===== src/hdl/slwm_pkg.sv =====
// Shared types and constants for the sliding window median filter.
`timescale 1ns / 1ps
package slwm_pkg;

  localparam int SAMPLE_W   = 31;
  localparam int DATA_W     = 32;
  localparam int WINDOW_DEF = 64;

  typedef logic [SAMPLE_W-1:0] sample_t;

  // Handed from a cell to its right neighbor each cycle
  typedef struct packed {
    sample_t value;     // cell contents
    logic    del_le;    // oldest entry sits at or left of this cell
    logic    keep_lo;   // this cell's post-removal value is <= new sample
  } link_t;

endpackage


===== src/hdl/slwm_store.sv =====
// Sample history memory: one write port, one registered read port.
`timescale 1ns / 1ps
module slwm_store #(
  parameter int DEPTH  = 64,
  parameter int ADDR_W = 6
) (
  input  logic                clk,
  input  logic                wr_en,
  input  logic [ADDR_W-1:0]   wr_addr,
  input  slwm_pkg::sample_t   wr_data,
  input  logic [ADDR_W-1:0]   rd_addr,
  output slwm_pkg::sample_t   rd_data
);
  import slwm_pkg::*;

  sample_t mem [DEPTH];

  // Write new sample, register read of the next oldest
  always_ff @(posedge clk) begin
    if (wr_en) begin
      mem[wr_addr] <= wr_data;
    end
    rd_data <= mem[rd_addr];
  end

endmodule


===== config.mk =====
export PLATFORM = sky130hd
export DESIGN_NAME = slwm_store
export DESIGN_NICKNAME = d
export VERILOG_FILES = /design/src/hdl/slwm_pkg.sv /design/src/hdl/slwm_store.sv
export SDC_FILE = /design/constraint.sdc
export NUM_CORES = 2
export LEC_CHECK = 0
export BUFFER_PORTS_ARGS = -buffer_cell sky130_fd_sc_hd__buf_2
export CAP_MARGIN = 20
export CORE_ASPECT_RATIO = 1.75
export CORE_MARGIN = 10
export CORE_UTILIZATION = 40
export CTS_BUF_LIST = sky130_fd_sc_hd__clkbuf_4 sky130_fd_sc_hd__clkbuf_8
export DETAILED_ROUTE_END_ITERATION = 16
export PLACE_DENSITY = 0.62
export SLEW_MARGIN = 20
export SYNTH_ARGS = -nofsm -noshare
export SYNTH_HDL_FRONTEND = slang
export SYNTH_SLANG_ARGS = --single-unit
export TNS_END_PERCENT = 50

===== constraint.sdc =====
create_clock -name clk -period 3.39 [get_ports clk]
set_clock_uncertainty 0.15 [all_clocks]
set_input_delay 0 -clock clk [delete_from_list [all_inputs] [get_ports clk]]
set_output_delay 0 -clock clk [all_outputs]
set_load 0.01 [all_outputs]

==> metrics.md <==
| Metric | Value |
|---|---|
| Syn Nets | 3463 |
| Minimum clock period | 3.04 ns |
| CTS Root Cell | clkbuf_8 |
| Worst-path fanout max | 31 |
| Worst slew margin | 0.295 |
| R2R depth | 7 |
| CP Capture Type | flip-flop |
| Critical path required time | 4.02 ns |
| Via count | 36415 |
| Maximum clock frequency | ~330 MHz |
| First-pass GRT wire length | roughly 270000 um |
| Routability cong. | around 0.77 |
| Total track usage | 0.176 |
| Placed cell areas | between 80000 and 90000 um2 |
| Most frequent cells in the layout | 1984 x edfxtp_1, 403 x mux4_2, 295 x mux2i_1, 290 x clkbuf_8, 141 x buf_4 |
| DR WL/cell | ~29 um |
| Final hold vios | 0 |
| Cell variety after synth | 33 |
| FP Rows | 212 |
| Grt total ovfl | 0 |
| Final Util | 0.459 |
| Worst flop-to-flop path endpoint | rd_data[1]$_DFF_P_ |
| Post-CTS Resized | 0 |
| Worst skew pair latency | around 0.90 ns |
| Post-synthesis sequential area ratio | 0.789 |
| Dpl hpwl | approximately 110000 um |
| Final Setup Violations | 0 |
| H-tree lvl count | 5 |
| Worst-path clk slew | ~0.070 ns |
| Worst r2r src | mem[39][1]$_DFFE_PP_ |
| Max incr delay on CP | between 0.5 and 0.6 ns |
| Leakage Power | 27.8 nW |
| #FFs+latches synth | between 2000 and 2500 |
| Maximum root-to-sink buffer count | 4 |
| Slew Limit Fails | 0 |
| R2r setup slk | about 0.48 ns |
| Pwr Density | ~550 nW/um2 |
| Cts bufs inserted | about 270 |
| Most used cell, CP | dlygate4sd3_1 |
| WP buf/inv | 5 |
| CTS tree | yes |
| Chip Width | roughly 350 um |
| Area growth syn-to-layout | 14.3% |
| Final net count | 3845 |
| Initial detailed-routing violation count | roughly 3200 |
| CP cell instances | dlygate4sd3_1, buf_8, buf_4, mux4_2, mux2i_1, a21o_1, o31ai_1, dlygate4sd3_1, and3_1, dlygate4sd3_1 |
| Die Ht | between 500 and 600 um |
| Post-Synthesis Cells | about 3400 |
| Cell family with the largest share of critical-path delay | buffers and inverters |
| Outcome | completed |
| WHS Path Cells | 2 |
| Post-Syn Area | around 76000 um2 |
| Routed WL | around 190000 um |
| Initial antenna violation count | 25 |
| Die area | approximately 210000 um2 |
| Via-to-Cell Ratio | 5.62 |
| Min-Delay Endpoint | mem[32][15]$_DFFE_PP_ |
| Total I/O pin count | between 70 and 80 |
| Port Buffers | 75 |
| Syn Area/Cell | approximately 22 um2 |
| Share of cells above drive strength 1 | 0.288 |
| Worst vdd ir | between 0.2 and 0.3 mV |
| WP depth | 10 |
| Power Total | between 40 and 50 mW |
| TritonCTS Sinks | between 2000 and 2500 |
| Slew @ Worst Pin | between 1 and 1.5 ns |
| Vias in the first global route | roughly 38000 |
| Worst hold start | wr_data[15] |
| Synth warn | 0 |
| Worst setup SP type | input pin |
| DRC viols | 0 |
| Commonest non-fill, non-tap cell in the layout | edfxtp_1 |
| Initial Util | 0.401 |
| RSZ-0062 raised after global routing | no |
| Critical path class | input pin to flip-flop |
| Total negative slack | 0 ns |
| TritonRoute pass-1 iters | 7 |
| Max Cap Viol | 0 |
| Slowest cell on crit path | dlygate4sd3_1 |
| Maximum number of pins on one net before global-route repair | 82 |
| CP Data Arrival Time | 3.67 ns |
| Final period util | 0.897 |
| Core area | roughly 190000 um2 |
| Final antenna-violating net count | 0 |
| Hold_ws | just over 0.003 ns |
| Worst min path class | input pin to flip-flop |
| Final Instance Area | ~87000 um2 |
==> kinds of logic after synthesis <==
group / after synthesis / share of synthesized area
and+or+nand+nor: 151 / 0.00953
buffers and inverters: 195 / 0.0122
AOI/OAI and AO/OA: 352 / 0.0306
DFF: 2015 / 0.789
muxes: 705 / 0.159
==> cell usage after synthesis <==
cell type  number  area, um2
a21oi_1         2       10.0
and3_1         26        163
nand2_1        10       37.5
edfxtp_1     1984      59600
or3_1           1       6.26
clkbuf_1       79        297
buf_1          12       45.0
nand3_1         6       30.0
mux2i_1       295       2950
nand4b_1        1       8.76
buf_4          24        180
a211oi_1        3       22.5
o22ai_1        85        532
a31oi_1        52        325
nand4_1         2       12.5
buf_2          78        390
mux4_2        403       9080
or3b_2          3       26.3
mux2_2          7       78.8
nand3b_1        5       37.5
o21ai_0        52        260
a311oi_1        2       17.5
a22oi_1       104        781
nor2b_1         6       37.5
nand2b_1        5       31.3
buf_6           2       22.5
o31ai_1        26        195
nor3_1          7       35.0
dfxtp_1        31        621
a21o_1         26        195
or2_2           1       6.26
nor2_1         77        289
and2_1          1       6.26
==> final cells by class <==
| type | instances | area (um2) |
|---|---|---|
| Fill cell | 15610 | 103000 |
| Sequential cell | 2015 | 60200 |
| Multi-Input combinational cell | 1208 | 15700 |
| Clock buffer | 384 | 4700 |
| Tap cell | 2461 | 3080 |
| Timing Repair Buffer | 303 | 2950 |
| Clock inverter | 92 | 591 |
| Antenna cell | 11 | 27.5 |
==> worst max-delay path by stage <==
| stage | startpoint | endpoint | slack, ns |
|---|---|---|---|
| 2_1_floorplan | wr_addr[3] | mem[48][0]$_DFFE_PP_ | 0.15 |
| 3_3_place_gp | rd_addr[0] | rd_data[19]$_DFF_P_ | 0.40 |
| 3_5_place_dp | rd_addr[0] | rd_data[19]$_DFF_P_ | 0.44 |
| 4_1_cts | rd_addr[0] | rd_data[1]$_DFF_P_ | 0.39 |
| 5_1_grt | rd_addr[0] | rd_data[1]$_DFF_P_ | 0.21 |
| 6_report | rd_addr[0] | rd_data[1]$_DFF_P_ | 0.35 |
==> routing by layer <==
metal	wire [um]	global-route usage
met1	68800	0.205
met2	103000	0.332
met3	9450	0.0271
met4	4980	0.0524
met5	114	0
==> state kept, by name, indices dropped and copies added, names as in the netlist <==
signal / flops
mem: 1984
rd_data: 31
==> metrics by stage <==
step | setup slack [ns] | std cells
2_1_floorplan | 0.151 | 3418
3_3_place_gp | 0.398 | 5929
3_5_place_dp | 0.444 | 5929
4_1_cts | 0.395 | 6457
5_1_grt | 0.212 | 6467
6_report | 0.349 | 6474
==> report_power, final <==
| group | switching (mW) | internal (mW) | total, mW |
|---|---|---|---|
| Combinational | 1.50 | 0.970 | 2.47 |
| Sequential | 0.156 | 27.6 | 27.7 |
| Clock | 8.71 | 9.47 | 18.2 |
==> timing repair <==
| action | CTS | global route |
|---|---|---|
| endpoints found under the hold margin | 2662 | 16 |
| hold buffers | 52 | 1 |
| setup buffers | 0 | 0 |
Power figures use the tool's default switching activity.
