`src/hdl/slwm_pkg.sv`:
```
// Shared types and constants for the sliding window median filter.
`timescale 1ns / 1ps
package slwm_pkg;

  localparam int SAMPLE_W   = 31;
  localparam int DATA_W     = 32;
  localparam int WINDOW_DEF = 64;

  typedef logic [SAMPLE_W-1:0] sample_t;

  // Handed from a cell to its right neighbor each cycle
  typedef struct packed {
    sample_t value;     // cell contents
    logic    del_le;    // oldest entry sits at or left of this cell
    logic    keep_lo;   // this cell's post-removal value is <= new sample
  } link_t;

endpackage

```
`src/hdl/slwm_cell.sv`:
```
// One cell of the sorted chain: holds a value and the history slot it came from.
`timescale 1ns / 1ps
module slwm_cell #(
  parameter int              TAG_W = 6,
  parameter logic [TAG_W-1:0] INDEX = '0,
  parameter bit              LAST  = 1'b0
) (
  input  logic                clk,
  input  logic                rst,
  input  logic                shift,
  input  slwm_pkg::sample_t   sample,
  input  slwm_pkg::sample_t   oldest,
  input  logic [TAG_W-1:0]    new_tag,
  input  slwm_pkg::link_t     left_in,
  input  logic [TAG_W-1:0]    left_tag,
  input  slwm_pkg::sample_t   right_value,
  input  logic [TAG_W-1:0]    right_tag,
  output slwm_pkg::link_t     link_out,
  output logic [TAG_W-1:0]    tag,
  output slwm_pkg::sample_t   value_next
);
  import slwm_pkg::*;

  sample_t          value;
  sample_t          post_here;
  sample_t          post_left;
  logic [TAG_W-1:0] tag_here;
  logic [TAG_W-1:0] tag_left;
  logic [TAG_W-1:0] tag_next;
  logic             del_le;
  logic             keep_lo;
  logic             push_hi;

  // Equal values sit oldest first, so the oldest entry is the leftmost one >= it
  assign del_le = (value >= oldest);

  // Contents of this slot and of the left slot once the oldest entry is dropped
  assign post_here = del_le ? right_value : value;
  assign tag_here  = del_le ? right_tag   : tag;
  assign post_left = left_in.del_le ? value : left_in.value;
  assign tag_left  = left_in.del_le ? tag   : left_tag;

  // New sample goes right of all entries <= it
  assign keep_lo = !LAST && (post_here <= sample);
  assign push_hi = !left_in.keep_lo;

  always_comb begin
    if (keep_lo) begin
      value_next = post_here;
      tag_next   = tag_here;
    end else if (push_hi) begin
      value_next = post_left;
      tag_next   = tag_left;
    end else begin
      value_next = sample;
      tag_next   = new_tag;
    end
  end

  assign link_out = '{value: value, del_le: del_le, keep_lo: keep_lo};

  // Hold contents, advance on each accepted beat
  always_ff @(posedge clk) begin
    if (rst) begin
      value <= '0;
      tag   <= INDEX;
    end else if (shift) begin
      value <= value_next;
      tag   <= tag_next;
    end
  end

endmodule

```
`config.mk`:
```
export PLATFORM = sky130hd
export DESIGN_NAME = slwm_cell
export DESIGN_NICKNAME = d
export VERILOG_FILES = /design/src/hdl/slwm_pkg.sv /design/src/hdl/slwm_cell.sv
export SDC_FILE = /design/constraint.sdc
export NUM_CORES = 1
export LEC_CHECK = 0
export BUFFER_PORTS_ARGS = -buffer_cell sky130_fd_sc_hd__buf_2
export CAP_MARGIN = 10
export CELL_PAD_IN_SITES_DETAIL_PLACEMENT = 0
export CELL_PAD_IN_SITES_GLOBAL_PLACEMENT = 1
export CORE_ASPECT_RATIO = 0.9
export CORE_MARGIN = 5
export CORE_UTILIZATION = 30
export CTS_BUF_LIST = sky130_fd_sc_hd__clkbuf_4 sky130_fd_sc_hd__clkbuf_8
export DETAILED_ROUTE_END_ITERATION = 10
export PLACE_DENSITY = 0.75
export SYNTH_ARGS = -nofsm -noshare
export SYNTH_HDL_FRONTEND = slang
export SYNTH_SLANG_ARGS = --single-unit
export TNS_END_PERCENT = 20
```
`constraint.sdc`:
```
create_clock -name clk -period 7 [get_ports clk]
set_input_delay 0.7 -clock clk [delete_from_list [all_inputs] [get_ports clk]]
set_output_delay 0.7 -clock clk [all_outputs]
set_load 0.01 [all_outputs]
```
==> impl_metrics.env <==
export IMPL_finalNetCount=1006
export IMPL_internal_power_uw=358.2
export IMPL_synthCells=605
export IMPL_p_per_area_mw_per_mm2=84.53
export IMPL_io_pins=217
export IMPL_drt_wl_total_um=16620
export IMPL_num_vias=4860
export IMPL_wl_per_cell_um=16.62
export IMPL_numCtsBuffers=5
export IMPL_grt_overflow=0
export IMPL_relSlewSlack_pct=41.37
export IMPL_chipWidth_um=143.2
export IMPL_fmax_ghz=0.1556
export IMPL_crit_family="simple AND/OR/NAND/NOR gates"
export IMPL_gp_congestion=0.8004
export IMPL_routed_via_density=4.860
export IMPL_hold_viol=0
export IMPL_regArea_um2=740.7
export IMPL_htree_levels=2
export IMPL_final_cell_area_mm2=0.006081
export IMPL_required_ns=6.30
export IMPL_final_util_pct=39.11
export IMPL_post_dp_hpwl_um=12630
export IMPL_fp_dieH_um=129.9
export IMPL_seq_power_share_pct=40.9
export IMPL_period_share_pct=91.83
export IMPL_leakage_uw=0.003643
export IMPL_syn_avg_cell_area_um2=7.923
export IMPL_dp_slack_ns=0.4741
export IMPL_place_area_mm2=0.005988
export IMPL_cp_num_buf_inv=6
export IMPL_ys_seq_area_share_pct=15.45
export IMPL_syn_nets=814
export IMPL_peakVddDrop_uv=58.75
export IMPL_postCtsSetupBuffers=0
export IMPL_slew_violations=0
export IMPL_swShare_pct=30.32
export IMPL_antenna_found_initial=1
export IMPL_drt_pass1_iter_count=5
export IMPL_crit_chain="buf_2 > inv_1 > ha_1 > a21oi_1 > o21ai_1 > a2111oi_2 > nor4_1 > o311ai_2 > nand2_2 > buf_12 > mux2i_1 > inv_1 > ha_1 > nand4_1 > nor4_1 > nand2_1 > a22o_2 > inv_4 > mux2i_1 > buf_2"
export IMPL_clk_latency_ns=0.30
export IMPL_syn_area_mm2=0.004793
export IMPL_dieArea_mm2=0.01861
export IMPL_drc=0
export IMPL_maxCapViolations=0
export IMPL_port_buffers=216
export IMPL_dp_cells=992
export IMPL_core_area_mm2=0.01555
export IMPL_hp_class="register to register"
export IMPL_rows=43
export IMPL_gr_usage_all_layers_pct=17.53
export IMPL_critical_path_max_stage_delay_ns=0.69
export IMPL_ctsHoldBuffers=0
export IMPL_pwr_share_comb_pct=26.8
export IMPL_multiInputGateArea_mm2=0.003516
export IMPL_switchingPower_uw=155.8
export IMPL_cts_root_buf="clkbuf_8"
export IMPL_cp_start_kind="input pin"
export IMPL_ant_nets=0
export IMPL_cts_buffer_depth=2
export IMPL_timing_final_ws_setup_ns=0.5716
export IMPL_synth_cell_types=37
export IMPL_areaGrowthSynthToFinish_pct=26.86
export IMPL_final_setup_skew_ns=0.008442
export IMPL_grt_pass1_wl_um=26200
export IMPL_arrival_ns=5.73
export IMPL_fin_cells=1000
export IMPL_crit_type="input pin to output pin"
export IMPL_fin_crit_ns=6.428
export IMPL_end_kind="output pin"
export IMPL_power_frac_clock_pct=32.3
export IMPL_cts_tree="done"
export IMPL_setup_tns_final_ns=0
export IMPL_ys_ff_latch=37
export IMPL_start_util_pct=30.83
export IMPL_grt_start_max_net_pins=45
export IMPL_rsz0062_at_grt="false"
export IMPL_grt_pass1_vias=5038
export IMPL_slowest_stage="nor4_1"
export IMPL_clkTransAtPathRegs_ns=0.07
export IMPL_synth_warnings=0
export IMPL_finalSetupViolCount=0
export IMPL_fillers=1680
export IMPL_cp_max_fo=34
export IMPL_drtIter0Drc=175
export IMPL_cts_resized=0
export IMPL_worst_pin_slew_ns=0.8794
export IMPL_status="finished, final reports clean"
export IMPL_drive_gt1_share_pct=33.38
export IMPL_clock_sinks=37
placed cells by master, fill, tap and decap left out, drive strengths merged:
cell	synthesis	routed
dfxtp	37	37
nor2b	3	3
o31ai	1	1
clkbuf	18	7
a21o	3	3
a211oi	3	3
nor4	3	3
a21oi	64	64
ha	62	62
mux2	30	30
nand3b	2	2
o211ai	2	2
a22o	1	1
nand2	12	12
nand3	8	8
or3	1	1
diode	0	1
mux2i	105	105
nor3b	30	30
nor3	2	2
a221o	1	1
buf	18	221
nand4	11	11
o31a	1	1
o311ai	1	1
o21ai	46	46
nor2	37	37
a2111oi	1	1
inv	92	92
a211o	1	1
nand2b	9	9
flip-flops by register name (all words and copies together), names as in the netlist:
| register | cells |
|---|---|
| tag | 6 |
| value | 31 |
worst min-delay path, stage by stage, from the launching register on:
cell and delay, ns:
dfxtp_1 0.31, nand2b_1 0.06, mux2i_1 0.06
per-layer routing:
metal,up-vias,wire length (um),part of all wire (%),track usage [%]
met5,-,0,0,0
met2,159,7481,45,29.67
li1,2501,-,-,-
met4,0,192,1.2,3.101
met3,14,1054,6.3,3.078
met1,2186,7894,47,23.77
cell usage after synthesis, drive strengths merged:
library cell	n	area share [%]
a2111oi	1	0.31
a211o	1	0.18
a211oi	3	0.47
a21o	3	0.47
a21oi	64	6.7
a221o	1	0.21
a22o	1	0.18
buf	18	2.7
clkbuf	18	1.4
dfxtp	37	15
ha	62	16
inv	92	7.3
mux2	30	7.0
mux2i	105	22
nand2	12	0.99
nand2b	9	1.2
nand3	8	0.84
nand3b	2	0.31
nand4	11	1.4
nor2	37	2.9
nor2b	3	0.39
nor3	2	0.21
nor3b	30	4.7
nor4	3	0.39
o211ai	2	0.60
o21ai	46	4.8
o311ai	1	0.34
o31a	1	0.18
o31ai	1	0.16
or3	1	0.13
layout make-up:
type / count / share of cell area, %
Clock buffer: 7 / 1.481
Multi-Input combinational cell: 440 / 57.82
Tap cell: 202 / 4.156
Antenna cell: 1 / 0.04115
Timing Repair Buffer: 221 / 18.60
Sequential cell: 37 / 12.18
Inverter: 92 / 5.720
through the flow:
| stage | hold WS (ns) | power, uW |
|---|---|---|
| 6_report | 0.4798 | 514.0 |
| 5_1_grt | 0.5054 | 550.5 |
| 4_1_cts | 0.4848 | 524.6 |
| 3_5_place_dp | 0.4725 | 353.4 |
| 3_3_place_gp | 0.4619 | 354.4 |
| 2_1_floorplan | 0.4963 | 290.5 |
logic make-up (layout without fill, tap and decap cells):
group / count (synthesis) / count (layout) / share of synthesized area (%)
fa+ha+maj: 62 / 62 / 16.18
compound gates: 125 / 125 / 14.59
buf+inv: 128 / 320 / 11.33
flops: 37 / 37 / 15.45
mux: 135 / 135 / 28.97
simple gates: 118 / 118 / 13.47
other cells: 0 / 1 / 0
worst paths after layout:
| check | startpoint | to | slack [ns] | cells after the start |
|---|---|---|---|---|
| worst max-delay path | oldest[2] | value_next[17] | 0.57 | 20 |
| worst min-delay path | tag[1]$_SDFFE_PP0P_ | tag[1]$_SDFFE_PP0P_ | 0.48 | 2 |
| worst max register to register | value[0]$_SDFFE_PP0P_ | value[16]$_SDFFE_PP0P_ | 1.06 | 19 |
| worst min register to register | tag[1]$_SDFFE_PP0P_ | tag[1]$_SDFFE_PP0P_ | 0.48 | 2 |
power by group through the flow:
stage,Combinational (uW),Clock [uW],Sequential (uW)
floorplan,75.3,0,215
global placement,139,0,215
detailed placement,138,0,215
CTS,139,175,210
global route,155,185,210
finish,138,166,210
No activity file was read; power rests on OpenSTA's default activity.
